==> src/hdl/ll1esc_pkg.sv <==
`default_nettype none

package ll1esc_pkg;

  localparam int unsigned STACK_DEPTH_DEF = 64;
  localparam int unsigned Q_DEPTH         = 4;

  typedef enum logic [3:0] {
    SY_END = 4'd0,
    SY_E   = 4'd1,
    SY_A   = 4'd2,
    SY_T   = 4'd3,
    SY_B   = 4'd4,
    SY_F   = 4'd5,
    SY_ID  = 4'd6,
    SY_ADD = 4'd7,
    SY_MUL = 4'd8,
    SY_LP  = 4'd9,
    SY_RP  = 4'd10,
    SY_UNK = 4'd15
  } sym_e;

  typedef enum logic [1:0] {
    VD_RUN = 2'd0,
    VD_ACC = 2'd1,
    VD_REJ = 2'd2
  } verdict_e;

  typedef enum logic [2:0] {
    PS_INIT,
    PS_IDLE,
    PS_FETCH,
    PS_EVAL,
    PS_PUSH,
    PS_REPORT
  } psr_state_e;

  // one token on its way from the lexer to the parser
  typedef struct packed {
    logic line_end;
    sym_e sym;
  } q_entry_t;

  typedef struct packed {
    logic     valid;
    q_entry_t entry;
  } q_push_t;

  typedef struct packed {
    logic empty;
    logic full;
  } q_stat_t;

  // production body, bottom first: sym0 is pushed first, the last one ends on top
  typedef struct packed {
    logic       hit;
    logic [1:0] len;
    sym_e       sym0;
    sym_e       sym1;
    sym_e       sym2;
  } prod_t;

  function automatic prod_t prod_lookup(sym_e nt, sym_e tok);
    prod_t p;
    p.hit  = 1'b0;
    p.len  = 2'd0;
    p.sym0 = SY_END;
    p.sym1 = SY_END;
    p.sym2 = SY_END;
    unique case (nt)
      SY_E, SY_T: begin
        if (tok == SY_ID || tok == SY_LP) begin
          p.hit  = 1'b1;
          p.len  = 2'd2;
          p.sym0 = (nt == SY_E) ? SY_A : SY_B;
          p.sym1 = (nt == SY_E) ? SY_T : SY_F;
        end
      end
      SY_A: begin
        if (tok == SY_ADD) begin
          p.hit  = 1'b1;
          p.len  = 2'd3;
          p.sym0 = SY_A;
          p.sym1 = SY_T;
          p.sym2 = SY_ADD;
        end else if (tok == SY_RP || tok == SY_END) begin
          p.hit = 1'b1;
        end
      end
      SY_B: begin
        if (tok == SY_MUL) begin
          p.hit  = 1'b1;
          p.len  = 2'd3;
          p.sym0 = SY_B;
          p.sym1 = SY_F;
          p.sym2 = SY_MUL;
        end else if (tok == SY_ADD || tok == SY_RP || tok == SY_END) begin
          p.hit = 1'b1;
        end
      end
      SY_F: begin
        if (tok == SY_ID) begin
          p.hit  = 1'b1;
          p.len  = 2'd1;
          p.sym0 = SY_ID;
        end else if (tok == SY_LP) begin
          p.hit  = 1'b1;
          p.len  = 2'd3;
          p.sym0 = SY_RP;
          p.sym1 = SY_E;
          p.sym2 = SY_LP;
        end
      end
      default: begin
        p.hit = 1'b0;
      end
    endcase
    return p;
  endfunction

endpackage

`default_nettype wire

==> src/hdl/ll1esc_parser.sv <==
`default_nettype none

module ll1esc_parser #(
  parameter int unsigned STACK_DEPTH = ll1esc_pkg::STACK_DEPTH_DEF
) (
  input  wire logic                 clk_i,
  input  wire logic                 rst_ni,
  input  wire ll1esc_pkg::q_entry_t head_i,
  input  wire ll1esc_pkg::q_stat_t  q_stat_i,
  output logic                      pop_o,
  output logic                      out_valid_o,
  input  wire logic                 out_stall_i,
  output logic                      accepted_o
);
  import ll1esc_pkg::*;

  localparam int unsigned AW = $clog2(STACK_DEPTH);
  localparam int unsigned CW = $clog2(STACK_DEPTH + 1);

  psr_state_e     state_q, state_d;
  logic [CW-1:0]  count_q, count_d;
  sym_e           tok_q, tok_d;
  logic           le_q, le_d;
  verdict_e       verdict_q, verdict_d;
  sym_e           body_q [3];
  sym_e           body_d [3];
  logic [1:0]     len_q, len_d;
  logic [1:0]     idx_q, idx_d;
  logic           out_valid_q, out_valid_d;
  logic           accepted_q, accepted_d;

  // symbol stack; entry 0 is never written, and a read of it yields the end marker via rd_zero_q
  logic [3:0]     mem [STACK_DEPTH];
  logic [3:0]     rd_data_q;
  logic           rd_zero_q;
  logic           mem_we, mem_re;
  logic [AW-1:0]  mem_waddr, mem_raddr;
  logic [3:0]     mem_wdata;

  sym_e           x_sym;
  logic           is_term, is_nt;
  prod_t          prod;
  logic [CW:0]    push_sum;
  logic           room;
  logic           eval_done;
  verdict_e       eval_verdict;
  logic [CW-1:0]  count_m1;
  logic           out_free;
  psr_state_e     fin_state;

  assign x_sym     = rd_zero_q ? SY_END : sym_e'(rd_data_q);
  assign is_term   = (x_sym >= SY_ID) && (x_sym <= SY_RP);
  assign is_nt     = (x_sym >= SY_E) && (x_sym <= SY_F);
  assign prod      = prod_lookup(x_sym, tok_q);
  assign push_sum  = {1'b0, count_q} + (CW+1)'(prod.len);
  assign room      = (push_sum <= (CW+1)'(STACK_DEPTH));
  assign eval_done = is_term || !is_nt || !prod.hit || !room;
  assign count_m1  = count_q - CW'(1);
  assign out_free  = !out_valid_q || !out_stall_i;
  assign fin_state = le_q ? PS_REPORT : PS_IDLE;

  always_comb begin
    if (is_term) begin
      eval_verdict = (x_sym == tok_q) ? VD_RUN : VD_REJ;
    end else if (!is_nt) begin
      eval_verdict = (x_sym == SY_END && tok_q == SY_END) ? VD_ACC : VD_REJ;
    end else begin
      eval_verdict = VD_REJ;
    end
  end

  // next state
  always_comb begin
    state_d = state_q;
    unique case (state_q)
      PS_INIT: state_d = PS_IDLE;
      PS_IDLE: begin
        if (!q_stat_i.empty) begin
          if (verdict_q == VD_RUN) begin
            state_d = PS_FETCH;
          end else if (head_i.line_end) begin
            state_d = PS_REPORT;
          end
        end
      end
      PS_FETCH: state_d = (count_q == '0) ? fin_state : PS_EVAL;
      PS_EVAL: begin
        if (eval_done) begin
          state_d = fin_state;
        end else if (prod.len < 2'd2) begin
          state_d = PS_FETCH;
        end else begin
          state_d = PS_PUSH;
        end
      end
      PS_PUSH:   state_d = (idx_q + 2'd1 == len_q) ? PS_FETCH : PS_PUSH;
      PS_REPORT: state_d = out_free ? PS_INIT : PS_REPORT;
      default:   state_d = PS_INIT;
    endcase
  end

  // datapath and outputs
  always_comb begin
    count_d     = count_q;
    tok_d       = tok_q;
    le_d        = le_q;
    verdict_d   = verdict_q;
    body_d      = body_q;
    len_d       = len_q;
    idx_d       = idx_q;
    out_valid_d = out_valid_q && out_stall_i;
    accepted_d  = accepted_q;
    pop_o       = 1'b0;
    mem_we      = 1'b0;
    mem_waddr   = count_q[AW-1:0];
    mem_wdata   = 4'(SY_E);
    mem_re      = 1'b0;
    mem_raddr   = count_m1[AW-1:0];
    unique case (state_q)
      PS_INIT: begin
        mem_we    = 1'b1;
        mem_waddr = AW'(1);
        mem_wdata = 4'(SY_E);
        count_d   = CW'(2);
        verdict_d = VD_RUN;
        le_d      = 1'b0;
      end
      PS_IDLE: begin
        if (!q_stat_i.empty) begin
          pop_o = 1'b1;
          le_d  = head_i.line_end;
          tok_d = head_i.line_end ? SY_END : head_i.sym;
        end
      end
      PS_FETCH: begin
        if (count_q == '0) begin
          verdict_d = VD_REJ;
        end else begin
          count_d = count_m1;
          mem_re  = 1'b1;
        end
      end
      PS_EVAL: begin
        if (eval_done) begin
          verdict_d = eval_verdict;
        end else if (prod.len != 2'd0) begin
          mem_we    = 1'b1;
          mem_wdata = 4'(prod.sym0);
          count_d   = count_q + CW'(1);
          body_d[0] = prod.sym0;
          body_d[1] = prod.sym1;
          body_d[2] = prod.sym2;
          len_d     = prod.len;
          idx_d     = 2'd1;
        end
      end
      PS_PUSH: begin
        mem_we    = 1'b1;
        mem_wdata = 4'(body_q[idx_q]);
        count_d   = count_q + CW'(1);
        idx_d     = idx_q + 2'd1;
      end
      PS_REPORT: begin
        if (out_free) begin
          out_valid_d = 1'b1;
          accepted_d  = (verdict_q == VD_ACC);
        end
      end
      default: begin
        pop_o = 1'b0;
      end
    endcase
  end

  always_ff @(posedge clk_i) begin
    if (mem_we) begin
      mem[mem_waddr] <= mem_wdata;
    end
    if (mem_re) begin
      rd_data_q <= mem[mem_raddr];
      rd_zero_q <= (mem_raddr == '0);
    end
    tok_q      <= tok_d;
    body_q     <= body_d;
    len_q      <= len_d;
    idx_q      <= idx_d;
    accepted_q <= accepted_d;
  end

  always_ff @(posedge clk_i or negedge rst_ni) begin
    if (!rst_ni) begin
      state_q     <= PS_INIT;
      count_q     <= CW'(2);
      le_q        <= 1'b0;
      verdict_q   <= VD_RUN;
      out_valid_q <= 1'b0;
    end else begin
      state_q     <= state_d;
      count_q     <= count_d;
      le_q        <= le_d;
      verdict_q   <= verdict_d;
      out_valid_q <= out_valid_d;
    end
  end

  assign out_valid_o = out_valid_q;
  assign accepted_o  = accepted_q;

endmodule

`default_nettype wire

==> config.mk <==
export PLATFORM = sky130hd
export DESIGN_NAME = ll1esc_parser
export DESIGN_NICKNAME = d
export VERILOG_FILES = /design/src/hdl/ll1esc_pkg.sv /design/src/hdl/ll1esc_parser.sv
export SDC_FILE = /design/constraint.sdc
export NUM_CORES = 1
export LEC_CHECK = 0
export BUFFER_PORTS_ARGS = -buffer_cell sky130_fd_sc_hd__buf_2
export CORE_MARGIN = 2
export CORE_UTILIZATION = 63
export DETAILED_ROUTE_END_ITERATION = 8
export PLACE_DENSITY = 0.79
export SLEW_MARGIN = 5
export SYNTH_ARGS = -nofsm -noshare
export SYNTH_HDL_FRONTEND = slang
export SYNTH_SLANG_ARGS = --single-unit
==> constraint.sdc <==
create_clock -name clk_i -period 7.09 [get_ports clk_i]
set_input_delay 0.709 -clock clk_i [delete_from_list [all_inputs] [get_ports clk_i]]
set_output_delay 0.709 -clock clk_i [all_outputs]
set_load 0.1 [all_outputs]
Word level (Yosys, flattened, before mapping)
Memories as Yosys holds them, arrays and structs flattened. A register that Yosys moved wholly into a read port is not among the register bits. Index checks and enable logic that the tools add are counted.

Bits in writable memories: 256. Bits in registers: 36. Output and inout bits: 3. Memories: 1. Word-level logic and storage cells: 151. Input bits: 10.

Memory list: mem (words 64, width 4, read ports 1, clocked after memory_dff 1, write ports 1, RTL line ll1esc_parser.sv:33) `logic [3:0] mem [STACK_DEPTH];`.

Reduce and logical (&&, ||, !) cells: 38. Equal/unequal tests: 25. Add/sub/neg operators: 4. Bitwise operators: 3. $lt $le $gt $ge: 7. Multiplexer cells: 60.

Operator list (number): 10-bit case mux with 4 select lines (1); 3-bit 2-to-1 mux (11); 14-bit 2-to-1 mux (2); 7-bit 2-to-1 mux (4); 7-bit case mux with 4 select lines (1); 4-bit 2-to-1 mux (5); 3-bit case mux with 6 select lines (1); 4-bit by 3-bit equality test with 1-bit output (second input constant) (4); 2-bit 2-to-1 mux (8); 1-bit 2-to-1 mux (15); 15-bit 2-to-1 mux (1); 4-bit equality test (second input constant) (3); 2-bit != test (second input constant) (6); 4-bit case mux with 3 select lines (1); 11-bit 2-to-1 mux (1); 3-bit AND reduction (3); 7-bit by 2-bit adder with 8-bit output (1); 4-bit binary-select mux with 2-bit select (1); 4-bit by 2-bit equality test with 1-bit output (second input constant) (2); 8-bit by 7-bit less-or-equal comparator with 1-bit output (second input constant) (1); 4-bit zero test (2); 1-bit logical OR (8); 8-bit 2-to-1 mux (1); 4-bit case mux with 2 select lines (1); other kinds (36) (53).

Logic depth before layout (Yosys ltp)
Gate-level depths: netlist of run 1.

Depth in word-level cells: 13. Mapped depth: 17. Depth with buffers taken out: 14.

Least setup slack after synthesis of run 1
OpenSTA, ideal clock, no wires.

Kind: reg2reg. Start: register rd_zero_q. End: memory mem[0][3], data pin. Path buffers: 0. Arrival: 5.596 ns. Stages on the path, launching flop included: 14. Data required time: 6.388 ns. Library setup time: 0.702 ns. Slack: 0.792 ns. Clock period less this slack: 6.298 ns. Cells stage by stage: edfxtp_1 -> or3_1 -> or3_4 -> clkinv_2 -> nor2_1 -> nand2_1 -> ha_1 -> fa_1 -> nor2_1 -> a2111oi_0 -> nor4_1 -> o211ai_2 -> or2_2 -> o21ai_0.

RTL lines: start, declared (RTL line ll1esc_parser.sv:35) `logic rd_zero_q;`; start signal, assigned (RTL line ll1esc_parser.sv:181) `rd_zero_q <= (mem_raddr == '0);`; end, declared (RTL line ll1esc_parser.sv:33).

==> results of run 1 <==
## routing by layer
metal / vias to the layer above / global-route usage / share of wire
met5: - / 0 / 0
li1: 3076 / - / -
met4: 0 / 0.0806 / 0.032
met2: 364 / 0.427 / 0.50
met3: 71 / 0.0547 / 0.082
met1: 3638 / 0.362 / 0.39
## flip-flops by register name, summed over array words and instances (netlist names)
signal,flops
tok_q,4
body_q,9
mem,256
len_q,1
accepted_o,1
count_q,7
rd_zero_q,1
idx_q,2
out_valid_o,1
verdict_q,2
rd_data_q,4
le_q,1
state_q,3
## kinds of logic after synthesis
| kind of cell | synth area share |
|---|---|
| adders and majority gates | 0.00644 |
| and+or+nand+nor | 0.0967 |
| muxes | 0.147 |
| buffers and inverters | 0.0209 |
| xor gates and xnor gates | 0.00751 |
| DFF | 0.678 |
| AOI/OAI and AO/OA | 0.0426 |
## worst paths after layout
kind                            slack (ns)  cells after the start                 from                endpoint
worst min-delay path                  0.05                      1               rst_ni  state_q[0]$_DFFE_PN0P_
min in group clk_i                    0.43                      3          out_stall_i   out_valid_o$_DFF_PN0_
worst min register to register        0.56                      1     le_q$_DFFE_PN0P_        le_q$_DFFE_PN0P_
worst max-delay path                  1.72                     14  rd_zero_q$_DFFE_PP_    mem[22][2]$_DFFE_PP_
max in group asynchronous             6.74                      1               rst_ni  count_q[1]$_DFFE_PN1P_
worst max register to register        1.72                     14  rd_zero_q$_DFFE_PP_    mem[22][2]$_DFFE_PP_
## power by group through the flow
stage	clock, mW	sequential, mW	combinational [mW]
floorplan	0	2.05	1.32
global placement	0	2.14	1.61
detailed placement	0	2.15	1.65
CTS	1.54	2.11	1.67
global route	1.62	2.13	1.76
finish	1.53	2.12	1.68
## placed cells by master (no fill, tap or decap), drive strengths merged, types with 8 or more instances in the layout
cell type and n:
edfxtp 278, mux4 80, nor2 75, nand2 47
nor3 38, clkbuf 34, o21ai 21, a21oi 19
buf 17, dfrtp 13, clkinv 13, nor2b 12
inv 10, or3 10, nand2b 9, nand3 9
a22oi 9, a31oi 8, xnor2 8
## metrics by stage
stage	hold WS, ns	cell area (µm²)	setup slack [ns]	total power, mW
5_1_grt	0.0562	14000	1.30	5.51
3_5_place_dp	0.530	13100	1.74	3.80
6_report	0.0543	14000	1.72	5.33
3_3_place_gp	0.495	13100	2.02	3.75
2_1_floorplan	0.413	12800	0.792	3.37
4_1_cts	0.0394	14000	1.69	5.32
## area by class of cell
type	count	area share
clock buffers	34	0.0516
clock inverters	18	0.0158
inverters	11	0.00303
multi-input cells	422	0.278
flip-flops and latches	292	0.621
well taps	270	0.0241
repair buffers	17	0.00714
==> impl_metrics.yaml, run 1 <==
global_route:
  gr-total-overflow: 0
  grt_pass1_wl_um: 42400
  antenna_found_initial: 0
  grt_pass1_vias: 7188
  grt_usage: 0.261
  grt_max_degree: 65
synthesis:
  postSynthAreaPerCell_um2: 16.7
  synth_area_leaders: "edfxtp_1 (65%), mux4_2 (13%), dfrtp_1 (2.5%)"
  ys_seq_area_frac: 0.678
  yosys_register_bits: 292
  synth.distinct_cells: 65
  synthMostInstantiatedCell: "edfxtp_1"
  syn_nets: 783
  yosysWarnings: 0
  synth_top_area_frac: 0.651
  synth_top_cells_by_count: "edfxtp_1 (278), mux4_2 (76), nor2_1 (75), nand2_1 (47), nor3_1 (37)"
  syn_inst: 767
  async_flop_share: 0.0479
  synth-edff-count: 278
  syn_area_um2: 12800
  synth_top_cell_by_area: "edfxtp_1"
  ys.flop_type: "edfxtp_1"
critical_path:
  critPathLaunchType: "flip-flop"
  critPathKind: "flip-flop to flip-flop"
  slowest_delay_ns: 1.00
  arrival_ns: 5.55
  critical_path.max_fanout: 64
  crit_family: "simple AND/OR/NAND/NOR gates"
  path_common_cell: "nor2_1"
  cp.buffers_inverters: 2
  required_ns: 7.27
  cpMaxStageDelayCell: "a22o_2"
  endpoint_kind: "flip-flop"
  cp_cell_sequence: "or3_1, or3_4, clkinv_2, nor2_1, nand2_1, ha_1, fa_1, nor2_1, a2111oi_0, nor4_1, o211ai_2, or2_2, inv_1, a22o_2"
placed_design:
  gp_congestion: 0.887
  dp.cells: 1012
  numPortBuffers: 11
  dpl.hpwl_um: 17500
clocking:
  clk_pin_slew_worst_paths_ns: 0.07
  numCtsBuffers: 28
  clk_latency_ns: 0.55
  htreeDepth: 1
  cts_sinks: 292
  cts_root_buf: "clkbuf_16"
  cts_resized: 0
  holdBufCountCts: 0
  clk_path_buf_depth: 3
  postCtsSetupBuffers: 0
  cts_tree: "built"
final_layout:
  drive_gt1_frac: 0.203
  seqCellArea_um2: 8700
  fin_util: 0.698
  fillers: 1246
  antenna_cells: 0
  syn_to_final_growth_pct: 9.39
  instances_no_fill: 1064
  nets: 788
  multiInputGateArea_um2: 3900
power_and_ir_drop:
  switching_share: 0.321
  p_leak_nw: 4.73
  intPower_mw: 3.61
  switchingPower_mw: 1.71
  ir_drop_v: 0.000278
  combPwrFrac: 0.315
  powerDensity_nw_per_um2: 380
  seqPwrFrac: 0.397
  clkPwrFrac: 0.288
timing:
  period_share: 0.758
  fin_skew_ns: 0.0218
  setup_violations: 0
  hold_viol: 0
  max_freq_mhz: 186
  max_slew_margin: 0.160
  tightest_slew_ns: 1.25
  setup_tns_ns: 0
  drv_slew: 0
  rsz0062_at_grt: "no"
  min_period_ns: 5.37
floorplanning:
  die_w_um: 147
  row_count: 52
  fp.coreArea_um2: 20100
  die_h_um: 147
  start_util: 0.638
  io_pins: 13
  dieArea_um2: 21500
run:
  cap_violations: 0
worst_hold_path:
  holdCritPathClass: "input port to async pin"
detailed_routing:
  firstDrtPassIters: 5
  drc: 0
  vias_per_cell: 6.72
  totalWireLength_um: 27200
  drtIter0Drc: 881
  drtAntennaViolNets: 0
  wire_per_inst_um: 25.5
  vias: 7149
status:
  outcome: "finished clean"
(Power assumes the default switching activity.)
==> inputs of run 2 (changes only) <==
Settings changed: ABC_AREA from default to 1.
Clock period 7.09 ns to 5.15 ns, I/O delays scaled along.
==> impl_metrics.yaml, run 2 <==
status:
  outcome: "finished clean"
final_layout:
  fin_util: 0.697
  fillers: 1424
  largest_register_ffs: 256
  final_cell_mix: "edfxtp_1 (278), nor2_1 (251), o21ai_0 (140), nand2_1 (107), nand3_1 (75)"
  drive_gt1_frac: 0.0846
  fin_area_um2: 14000
  layout_commonest_cell: "edfxtp_1"
  seqCellArea_um2: 8700
  multiInputGateArea_um2: 3690
  reg_top3: "mem x256, body_q x9, count_q x7"
  syn_to_final_growth_pct: 9.13
  nets: 1155
  largest-register: "mem"
  antenna_cells: 0
detailed_routing:
  firstDrtPassIters: 6
  drtAntennaViolNets: 0
  vias_per_cell: 6.20
  drtIter0Drc: 1286
  vias: 8853
  wire_per_inst_um: 20.3
  totalWireLength_um: 29000
  drc: 0
global_route:
  antenna_found_initial: 0
  grt_usage: 0.271
  grt_pass1_vias: 8686
  grt_pass1_wl_um: 45600
  gr-total-overflow: 0
  use_met2: 0.444
  grt_use_met3: 0.0407
  grt_max_degree: 137
  grt-busiest-layer: "met2"
  grtUsageMet1: 0.376
floorplanning:
  fp.coreArea_um2: 20100
  die_w_um: 147
  dieArea_um2: 21500
  io_pins: 13
  start_util: 0.638
  row_count: 52
  die_h_um: 147
timing:
  max_slew_margin: 0.181
  hold_viol: 0
  fin_hold_ws_ns: 0.211
  drv_slew: 0
  tightest_slew_ns: 1.23
  setup_violations: 0
  fin_skew_ns: 0.0121
  setup_tns_ns: 0
  period_share: 0.852
  max_freq_mhz: 228
  min_period_ns: 4.39
  rsz0062_at_grt: "no"
synthesis:
  ys.flop_type: "edfxtp_1"
  synth.area.mux_share: 0
  synth_top_area_frac: 0.651
  ys_seq_area_frac: 0.678
  synth_simple_gate_area_frac: 0.156
  syn_nets: 1157
  syn_inst: 1141
  synth.distinct_cells: 38
  synthMostInstantiatedCell: "edfxtp_1"
  synthAdderAreaFrac: 0.00644
  synth_compound_area_frac: 0.114
  syn_area_um2: 12800
  yosys_register_bits: 292
  synth_top_cells_by_count: "edfxtp_1 (278), nor2_1 (251), o21ai_0 (143), nand2_1 (108), nand3_1 (75)"
  yosysWarnings: 0
  synth-edff-count: 278
  synth_xor_area_frac: 0.00800
  synth_area_leaders: "edfxtp_1 (65%), nor2_1 (7.3%), o21ai_0 (5.6%)"
  postSynthAreaPerCell_um2: 11.2
  synth_top_family_by_area: "simple AND/OR/NAND/NOR gates"
  async_flop_share: 0.0479
  synth_top_cell_by_area: "edfxtp_1"
critical_path:
  critPathKind: "flip-flop to flip-flop"
  cp.buffers_inverters: 3
  required_ns: 5.36
  endpoint_kind: "flip-flop"
  crit_family: "simple AND/OR/NAND/NOR gates"
  critPathLaunchType: "flip-flop"
  slowest_delay_ns: 0.51
  cp_cell_sequence: "inv_2, nor2_1, nand2_1, nand2_1, nand2_1, inv_1, nor3_1, inv_1, ha_1, fa_1, nor2_1, nand2_1, nand2_1, nand3_1, nand2_1, nand2_1, nor2_4, nand3_2, nand2_2, nand2_1, nor2_1"
  critical_path.max_fanout: 11
  path_common_cell: "nand2_1"
  cpMaxStageDelayCell: "nand2_2"
  arrival_ns: 4.60
clocking:
  postCtsSetupBuffers: 0
  clk_path_buf_depth: 3
  numCtsBuffers: 30
  clk_latency_ns: 0.55
  clk_pin_slew_worst_paths_ns: 0.06
  htreeDepth: 1
  cts_tree: "built"
  cts_resized: 0
  cts_sinks: 292
  cts_root_buf: "clkbuf_16"
power_and_ir_drop:
  powerDensity_nw_per_um2: 584
  ir_drop_v: 0.000579
  p_leak_nw: 4.79
  power_mw: 8.17
run:
  cap_violations: 0
worst_hold_path:
  holdCritPathClass: "input port to flip-flop"
placed_design:
  dpl.hpwl_um: 17400
  place_area_um2: 13100
  numPortBuffers: 11
  gp_congestion: 0.901
## run 2: metal layers
metal,vias to the layer above,share of wire
li1,4093,-
met1,4259,0.40
met2,426,0.48
met3,75,0.090
met4,0,0.030
met5,-,0
## run 2: what timing repair did
item,4_1_cts,5_1_grt
hold buffers,1,0
endpoints found under the hold margin,13,0
endpoints found under the setup margin,0,0
## run 2: where the power goes
part / switching, mW / internal (mW)
combinational: 2.40 / 0.927
clock: 0.849 / 1.09
sequential: 0.121 / 2.78
## run 2: layout make-up
class                   instances  share of cell area
clock inverters                11             0.00420
clock buffers                  40              0.0578
repair buffers                 23              0.0105
inverters                      67              0.0180
flip-flops and latches        292               0.622
well taps                     270              0.0241
multi-input cells             725               0.264
## run 2: cell families (layout without fill, tap and decap cells)
kind of cell | Yosys count | count (layout)
AO/OA/AOI/OAI | 239 | 239
XOR/XNOR | 10 | 10
adder cells (fa/ha/maj) | 6 | 6
buffers and inverters | 124 | 141
flip-flops | 292 | 292
AND/OR/NAND/NOR | 470 | 470
## run 2: through the flow
stage / setup WS (ns) / cells
after floorplan: -0.535 / 1141
after global placement: 0.867 / 1376
after detailed placement: 0.806 / 1376
after CTS: 0.773 / 1428
after global routing: 0.392 / 1428
final: 0.760 / 1428
## run 2: path summary, 6_finish.rpt
check                                      endpoint  depth (start not counted)  slack, ns                     start
setup reg to reg               mem[33][0]$_DFFE_PP_                         21       0.76    tok_q[1]$_SDFFCE_PP0P_
setup / recovery               mem[33][0]$_DFFE_PP_                         21       0.76    tok_q[1]$_SDFFCE_PP0P_
hold reg to reg            verdict_q[1]$_DFFE_PN0P_                          2       0.51  verdict_q[1]$_DFFE_PN0P_
max in group asynchronous    count_q[1]$_DFFE_PN1P_                          2       4.44                    rst_ni
hold / removal                out_valid_o$_DFF_PN0_                          3       0.21               out_stall_i
min in group asynchronous  verdict_q[1]$_DFFE_PN0P_                          2       0.41                    rst_ni
## run 2: worst register-to-register path, stage by stage, from the launching register on
cell      delay (ns)
edfxtp_1        0.47
inv_2           0.09
nor2_1          0.05
nand2_1         0.09
nand2_1         0.09
nand2_1         0.10
inv_1           0.06
nor3_1          0.20
inv_1           0.11
ha_1            0.22
fa_1            0.43
nor2_1          0.16
nand2_1         0.07
nand2_1         0.06
nand3_1         0.10
nand2_1         0.07
nand2_1         0.08
nor2_4          0.15
nand3_2         0.23
nand2_2         0.51
nand2_1         0.33
nor2_1          0.38
